$ cat config.mk
export PLATFORM = sky130hd
export DESIGN_NAME = rgb_hsv_color_convert_unit
export DESIGN_NICKNAME = d
export VERILOG_FILES = /design/src/hdl/rgbhsv_pkg.sv /design/src/hdl/rgb_hsv_color_convert_unit.sv
export SDC_FILE = /design/constraint.sdc
export NUM_CORES = 2
export LEC_CHECK = 0
export BUFFER_PORTS_ARGS = -buffer_cell sky130_fd_sc_hd__clkbuf_2
export CORE_UTILIZATION = 45
export DETAILED_ROUTE_END_ITERATION = 10
export GPL_TIMING_DRIVEN = 1
export HOLD_SLACK_MARGIN = 0.08
export PLACE_DENSITY = 0.58
export SETUP_SLACK_MARGIN = 0.5
export SYNTH_ARGS = -nofsm -noshare
export SYNTH_HDL_FRONTEND = slang
export SYNTH_SLANG_ARGS = --single-unit
export TNS_END_PERCENT = 10
$ cat constraint.sdc
create_clock -name clk -period 130.7 [get_ports clk]
set_input_delay 13.07 -clock clk [delete_from_list [all_inputs] [get_ports clk]]
set_output_delay 13.07 -clock clk [all_outputs]
set_load 0.01 [all_outputs]
$ cat src/hdl/rgbhsv_pkg.sv
`timescale 1ns / 1ps
package rgbhsv_pkg;

  localparam int QW   = 9;   // quotient bits, enough for 0..511
  localparam int NW   = 29;  // numerator / remainder width
  localparam int DW   = 21;  // denominator width
  localparam int NDIV = QW;  // one restoring step per quotient bit

  localparam logic [8:0]  HUE_FULL  = 9'd360;
  localparam logic [7:0]  CHAN_MAX  = 8'd255;
  localparam logic [6:0]  PCT_MAX   = 7'd100;
  localparam logic [0:0]  FUNC_TO_HSV = 1'b0;
  localparam logic [0:0]  FUNC_TO_RGB = 1'b1;

  typedef struct packed {
    logic [NW-1:0] rem;
    logic [DW-1:0] den;
    logic [QW-1:0] quo;
  } lane_t;

  typedef struct packed {
    logic          valid;
    logic          func;
    lane_t [2:0]   lane;
  } divst_t;

  typedef struct packed {
    logic          valid;
    logic          func;
    lane_t [2:0]   lane;
    logic [6:0]    sat;
    logic [6:0]    val;
    logic [2:0]    sector;
    logic [5:0]    k;
  } s1_t;

  typedef struct packed {
    logic          valid;
    logic          func;
    lane_t [2:0]   lane;
    logic [13:0]   vs;
    logic [6:0]    val;
    logic [2:0]    sector;
    logic [5:0]    k;
  } s2_t;

  typedef struct packed {
    logic          valid;
    logic          func;
    lane_t [2:0]   lane;
    logic [19:0]   cc;
    logic [19:0]   xx;
    logic [19:0]   mm;
    logic [2:0]    sector;
  } s3_t;

endpackage

$ cat src/hdl/rgb_hsv_color_convert_unit.sv
`timescale 1ns / 1ps
// RGB <-> HSV pixel converter.
// Input channel (s_*): s_tuser selects the direction (0: RGB to HSV, 1: HSV to RGB).
// s_tdata carries chan_a, chan_b, chan_c. In RGB mode these are red, green, blue;
// in HSV mode they are hue in degrees, saturation and value in percent.
// Output channel (m_*): m_tdata carries res_a, res_b, res_c, which are hue,
// saturation, value for RGB input, or red, green, blue for HSV input.
// Throughput is one transfer per clock cycle while the receiver does not stall.
// An accepted input transfer reaches m_tvalid through fourteen
// register stages: four arithmetic stages (min/max, hue sector and the value
// reciprocal; the value*saturation product; the chroma products; the color
// channels by reciprocal multiplication), nine restoring divider stages that
// each resolve one quotient bit of hue and saturation, and a rounding/clamp
// output register. Constant-divisor results ride through the divider as is.
// The whole pipeline advances together. When the receiver stalls with a
// result waiting, every stage holds and s_tready drops, so nothing is lost or
// repeated; while the output register is empty or being taken, every stage
// moves one step, empty slots included.
// Synchronous reset clears all valid bits; data registers are not reset.
module rgb_hsv_color_convert_unit
  import rgbhsv_pkg::*;
(
  input  logic        clk,
  input  logic        rst,
  input  logic        s_tvalid,
  output logic        s_tready,
  input  logic [31:0] s_tdata,   // chan_a [8:0], chan_b [16:9], chan_c [24:17], zeros
  input  logic        s_tuser,   // func
  output logic        m_tvalid,
  input  logic        m_tready,
  output logic [31:0] m_tdata    // res_a [8:0], res_b [16:9], res_c [24:17], zeros
);

  logic   en;
  s1_t    s1, s1_next;
  s2_t    s2;
  s3_t    s3;
  divst_t dv [0:NDIV];
  logic   out_valid;
  logic   out_func;
  logic [8:0] out_a;
  logic [7:0] out_b;
  logic [7:0] out_c;

  // The whole pipeline moves whenever the output register can take a value.
  assign en       = !out_valid || m_tready;
  assign s_tready = en;

  // Stage 1: clamp inputs; for RGB build the hue and saturation division
  // problems and the value, for HSV find the hue sector and the ramp term.
  always_comb begin
    logic [7:0]  r, g, b, mx, mn, d;
    logic [NW-1:0] nh;
    logic [30:0] vp;
    logic [8:0]  hue;
    logic [7:0]  sb, sc;
    logic [2:0]  sec;
    logic [5:0]  f;
    r  = (s_tdata[8:0] > 9'(CHAN_MAX)) ? CHAN_MAX : s_tdata[7:0];
    g  = s_tdata[16:9];
    b  = s_tdata[24:17];
    mx = r;
    if (g > mx) mx = g;
    if (b > mx) mx = b;
    mn = r;
    if (g < mn) mn = g;
    if (b < mn) mn = b;
    d  = mx - mn;

    if (mx == r) begin
      if (g >= b) nh = NW'(60) * NW'(g - b);
      else        nh = NW'(360) * NW'(d) - NW'(60) * NW'(b - g);
    end else if (mx == g) begin
      nh = NW'(120) * NW'(d) + NW'(60) * NW'(b) - NW'(60) * NW'(r);
    end else begin
      nh = NW'(240) * NW'(d) + NW'(60) * NW'(r) - NW'(60) * NW'(g);
    end

    s1_next.valid = s_tvalid;
    s1_next.func  = s_tuser;

    // Each quotient is rounded half up as (2N + D) / (2D).
    if (d == 8'd0) begin
      s1_next.lane[0].rem = '0;
      s1_next.lane[0].den = DW'(1);
    end else begin
      s1_next.lane[0].rem = (nh << 1) + NW'(d);
      s1_next.lane[0].den = DW'({d, 1'b0});
    end
    s1_next.lane[0].quo = '0;

    if (mx == 8'd0) begin
      s1_next.lane[1].rem = '0;
      s1_next.lane[1].den = DW'(1);
    end else begin
      s1_next.lane[1].rem = NW'(200) * NW'(d) + NW'(mx);
      s1_next.lane[1].den = DW'({mx, 1'b0});
    end
    s1_next.lane[1].quo = '0;

    // The value is round(100 * mx / 255) = floor((100 * mx + 127) / 255),
    // taken by a reciprocal multiply that is exact over this range. The lane
    // carries the finished quotient with nothing left for the divider.
    vp = (31'(mx) * 31'd100 + 31'd127) * 31'd32897;
    s1_next.lane[2].rem = '0;
    s1_next.lane[2].den = DW'(1);
    s1_next.lane[2].quo = QW'(vp[30:23]);

    // HSV side: wrap hue once, saturate percentages.
    hue = (s_tdata[8:0] >= HUE_FULL) ? s_tdata[8:0] - HUE_FULL : s_tdata[8:0];
    sb  = s_tdata[16:9];
    sc  = s_tdata[24:17];
    if      (hue >= 9'd300) sec = 3'd5;
    else if (hue >= 9'd240) sec = 3'd4;
    else if (hue >= 9'd180) sec = 3'd3;
    else if (hue >= 9'd120) sec = 3'd2;
    else if (hue >= 9'd60)  sec = 3'd1;
    else                    sec = 3'd0;
    f = 6'(hue - 9'(sec) * 9'd60);
    s1_next.sat    = (sb > 8'(PCT_MAX)) ? PCT_MAX : sb[6:0];
    s1_next.val    = (sc > 8'(PCT_MAX)) ? PCT_MAX : sc[6:0];
    s1_next.sector = sec;
    s1_next.k      = sec[0] ? 6'd60 - f : f;
  end

  always_ff @(posedge clk) begin
    if (rst) begin
      s1.valid <= 1'b0;
      s2.valid <= 1'b0;
      s3.valid <= 1'b0;
    end else if (en) begin
      s1 <= s1_next;

      // Stage 2: value times saturation.
      s2.valid  <= s1.valid;
      s2.func   <= s1.func;
      s2.lane   <= s1.lane;
      s2.vs     <= 14'(s1.val) * 14'(s1.sat);
      s2.val    <= s1.val;
      s2.sector <= s1.sector;
      s2.k      <= s1.k;

      // Stage 3: chroma, ramp and offset, all scaled by 600000.
      s3.valid  <= s2.valid;
      s3.func   <= s2.func;
      s3.lane   <= s2.lane;
      s3.cc     <= 20'(s2.vs) * 20'd60;
      s3.xx     <= 20'(s2.vs) * 20'(s2.k);
      s3.mm     <= 20'(s2.val) * 20'd6000 - 20'(s2.vs) * 20'd60;
      s3.sector <= s2.sector;
    end
  end

  // Stage 4: for HSV input, place chroma and ramp into the channels and scale
  // each to a byte. round(255 * n / 600000) equals floor((17n + 20000) / 40000);
  // the divide by 40000 is a shift by six and a reciprocal multiply for 625.
  always_ff @(posedge clk) begin
    logic [19:0] ch [0:2];
    logic [23:0] x;
    logic [35:0] prod;
    case (s3.sector)
      3'd0:    begin ch[0] = s3.cc; ch[1] = s3.xx; ch[2] = '0;    end
      3'd1:    begin ch[0] = s3.xx; ch[1] = s3.cc; ch[2] = '0;    end
      3'd2:    begin ch[0] = '0;    ch[1] = s3.cc; ch[2] = s3.xx; end
      3'd3:    begin ch[0] = '0;    ch[1] = s3.xx; ch[2] = s3.cc; end
      3'd4:    begin ch[0] = s3.xx; ch[1] = '0;    ch[2] = s3.cc; end
      default: begin ch[0] = s3.cc; ch[1] = '0;    ch[2] = s3.xx; end
    endcase
    if (rst) begin
      dv[0].valid <= 1'b0;
    end else if (en) begin
      dv[0].valid <= s3.valid;
      dv[0].func  <= s3.func;
      for (int i = 0; i < 3; i++) begin
        x    = 24'(ch[i] + s3.mm) * 24'd17 + 24'd20000;
        prod = 36'(x[23:6]) * 36'd214749;
        if (s3.func == FUNC_TO_RGB) begin
          dv[0].lane[i].rem <= '0;
          dv[0].lane[i].den <= DW'(1);
          dv[0].lane[i].quo <= prod[35:27];
        end else begin
          dv[0].lane[i] <= s3.lane[i];
        end
      end
    end
  end

  // Restoring divider: stage j resolves quotient bit NDIV-j in each lane.
  for (genvar j = 1; j <= NDIV; j++) begin : g_div
    localparam int SH = NDIV - j;
    always_ff @(posedge clk) begin
      logic [NW:0] dsh;
      if (rst) begin
        dv[j].valid <= 1'b0;
      end else if (en) begin
        dv[j].valid <= dv[j-1].valid;
        dv[j].func  <= dv[j-1].func;
        for (int i = 0; i < 3; i++) begin
          dsh = (NW+1)'(dv[j-1].lane[i].den) << SH;
          dv[j].lane[i].den <= dv[j-1].lane[i].den;
          if ({1'b0, dv[j-1].lane[i].rem} >= dsh) begin
            dv[j].lane[i].rem <= dv[j-1].lane[i].rem - dsh[NW-1:0];
            dv[j].lane[i].quo <= dv[j-1].lane[i].quo | (QW'(1) << SH);
          end else begin
            dv[j].lane[i].rem <= dv[j-1].lane[i].rem;
            dv[j].lane[i].quo <= dv[j-1].lane[i].quo;
          end
        end
      end
    end
  end

  // Output register: wrap a hue of 360 to 0, clamp color channels to 255.
  always_ff @(posedge clk) begin
    logic [QW-1:0] qa, qb, qc;
    qa = dv[NDIV].lane[0].quo;
    qb = dv[NDIV].lane[1].quo;
    qc = dv[NDIV].lane[2].quo;
    if (rst) begin
      out_valid <= 1'b0;
    end else if (en) begin
      out_valid <= dv[NDIV].valid;
      out_func  <= dv[NDIV].func;
      if (dv[NDIV].func == FUNC_TO_HSV)
        out_a <= (qa >= HUE_FULL) ? qa - HUE_FULL : qa;
      else
        out_a <= (qa > 9'(CHAN_MAX)) ? 9'(CHAN_MAX) : qa;
      out_b <= (qb > 9'(CHAN_MAX)) ? CHAN_MAX : qb[7:0];
      out_c <= (qc > 9'(CHAN_MAX)) ? CHAN_MAX : qc[7:0];
    end
  end

  assign m_tvalid = out_valid;
  assign m_tdata  = {7'd0, out_c, out_b, out_a};

  // The last divider step must leave every remainder below its divisor.
  a_div_rem: assert property (@(posedge clk) disable iff (rst)
    dv[NDIV].valid |-> (dv[NDIV].lane[0].rem < NW'(dv[NDIV].lane[0].den)) &&
                       (dv[NDIV].lane[1].rem < NW'(dv[NDIV].lane[1].den)) &&
                       (dv[NDIV].lane[2].rem < NW'(dv[NDIV].lane[2].den)))
    else $error("divider remainder not reduced");

  // HSV results stay in range.
  a_hsv_range: assert property (@(posedge clk) disable iff (rst)
    (out_valid && out_func == FUNC_TO_HSV) |->
      (out_a < HUE_FULL) && (out_b <= 8'(PCT_MAX)) && (out_c <= 8'(PCT_MAX)))
    else $error("HSV result out of range");

  // A stalled result keeps the pipeline frozen.
  a_stall_hold: assert property (@(posedge clk) disable iff (rst)
    (out_valid && !m_tready) |=> $stable(dv[NDIV].valid) && $stable(s1.valid))
    else $error("pipeline moved during stall");

endmodule
==> impl_metrics.ini <==
[outcome]
outcome = completed

[hold_path]
hp-class = flop to flop

[setup_path]
critPathMaxStageDelay_ps = 410
startpoint_type = input port
cp.arrival_ps = 13970
cp_slowest_cell = nor2b_1
crit_family = buffers and inverters
cp-end-kind = output port
worstPathCellList = clkbuf_2, nor2b_1, inv_1, clkbuf_2
critPathKind = input port to output port
cp.required_ps = 117630
crit_top_cell = clkbuf_2
critPathMaxFanout = 7
crit_buf_inv = 3

[global_routing]
grt_use_met3_pct = 1.94
use_met2_pct = 30.6
antenna_found_initial = 1
grt_remaining_overflow = 0
grt_max_degree = 179
met1_usage_pct = 23.5
grt_pass1_wl_um = 331000
grt_pass1_vias = 65000
grt.total_usage_pct = 17.6
busiest_layer = met2

[logic_synthesis]
synth.most_common_cell = inv_1
avgSynthCellArea_um2 = 11.3
ys_async_sr_fraction_pct = 0
ys_warn_count = 0
ys.flop_type = edfxtp_1
synth-edff-count = 1404
ys_top_cells_by_area = edfxtp_1 41%, ha_1 15%, fa_1 13%
yosys.cell_types.count = 109
synthDominantCellAreaShare_pct = 40.7
synth-seq-cells = 1408
yosys.area.top_type = edfxtp_1
yosysSeqAreaShare_pct = 40.8
synthCells = 9136
synthesis.area_mm2 = 0.104
synth_common_cells = 1,498 x inv_1, 1,404 x edfxtp_1, 1,272 x ha_1, 655 x fa_1, 480 x xnor2_1

[timing]
slew_headroom_pct = 24.9
finalCriticalPeriod_ps = 27040
skew_ps = 48.1
fmax_ghz = 0.0370
slew_viol_final = 0
tns_ps = 0
rsz0062_at_grt = false
hold_viol = 0
tightest_slew_ps = 1120
post-route-period-util_pct = 20.7
setup_viol_count_final = 0
timing.hold.ws_ps = 383

[detailed_routing]
vias = 62900
ant_nets = 0
drc_errors = 0
vias_per_cell = 5.07
drt_wl_total_um = 200000
first_pass_iters = 5
drtIter0Drc = 2903
wl_per_cell_um = 16.1

[clocking]
clock_latency_ps = 790
cts.sinks = 1408
cts.path.max_buffers = 3
root_buffer = clkbuf_16
cts_hold_buf = 0
cts-resized-gates = 0
path_clk_slew_ps = 60
cts_setup_buffers = 0
htreeDepth = 4
cts_tree = built
cts_buffers = 150

[cells_and_area]
area_delta_synth_final_pct = 8.69
drive_gt1_share_pct = 4.69
n_antenna_cell = 0
nNetsFinal = 11200

[die]
rows = 175
design.core.area_mm2 = 0.228
die_width_um = 482
dieArea_mm2 = 0.232
ios = 71
initial_core_util_pct = 45.4
die_h_um = 482

[flow_run]
max-cap-violations = 0

[place]
portBuffers = 56
gp_congestion = 0.893
dp_hpwl_um = 161000
## metal layers
metal | routed length (µm) | up-vias
met3 | 5850 | 241
li1 | - | 31600
met2 | 97200 | 798
met1 | 93100 | 30200
met5 | 0 | -
met4 | 4040 | 0
## cell families after synthesis
logic type	Yosys count	share of synthesized area, %
simple gates	2010	9.86
mux	61	0.629
compound gates	1308	7.97
flops	1408	40.8
fa+ha+maj	1932	28.1
buf+inv	1614	5.92
xor+xnor	802	6.81
other cells	1	0.00362
## worst register-to-register path, delay by kind of cell (launching register included)
| family | cells | cell delay, ps |
|---|---|---|
| flops | 1 | 490 |
| simple gates | 8 | 1020 |
| fa+ha+maj | 12 | 5030 |
| buf+inv | 6 | 580 |
| xor+xnor | 3 | 890 |
| compound gates | 26 | 5930 |
## metrics by stage
stage / std cells / util, % / setup slack [ps] / cell area, µm²
CTS: 12400 / 49.4 / 103650 / 113000
floorplan: 9142 / - / 79120 / 104000
detailed placement: 12100 / 47.2 / 103660 / 108000
global placement: 12100 / 47.2 / 103710 / 108000
finish: 12400 / 49.4 / 103660 / 113000
global route: 12400 / 49.4 / 103540 / 113000
## flip-flops by register name (all words and copies together) (netlist names)
name,count
dv,1067
s3,126
s2,98
s1,91
out_a,9
out_b,8
out_c,8
m_tvalid,1
## path summary, 6_finish.rpt
path | cells past startpoint | slack, ps | to | start
setup / recovery | 4 | 103660 | s_tready | m_tready
hold / removal | 0 | 380 | s3[164]$_DFFE_PP_ | s2[131]$_DFFE_PP_
setup reg to reg | 55 | 116450 | dv[0][124]$_DFFE_PP_ | s3[1]$_DFFE_PP_
hold reg to reg | 0 | 380 | s3[164]$_DFFE_PP_ | s2[131]$_DFFE_PP_
## placed cells by master (no fill, tap or decap), types with 151 or more instances in the layout
cell type	Yosys	routed
and2_1	159	159
a21o_1	210	210
xnor2_1	480	480
o21ai_0	332	332
nor2_1	456	455
edfxtp_1	1404	1404
ha_1	1272	1272
clkbuf_16	0	151
a21oi_1	382	382
xor2_1	320	320
nand2_1	467	467
fa_1	655	655
inv_1	1498	1496
nor3_1	169	167
## cell type report
| type | instances | area [µm²] |
|---|---|---|
| Clock inverter | 95 | 1110 |
| Sequential cell | 1408 | 42200 |
| Fill cell | 20400 | 115000 |
| Timing Repair Buffer | 98 | 621 |
| Multi-Input combinational cell | 6120 | 55400 |
| Tap cell | 3009 | 3760 |
| Clock buffer | 175 | 3900 |
| Inverter | 1507 | 5670 |
Power is not shown: default switching activity piles up to over one toggle a cycle in this logic, so the estimate is an artifact.
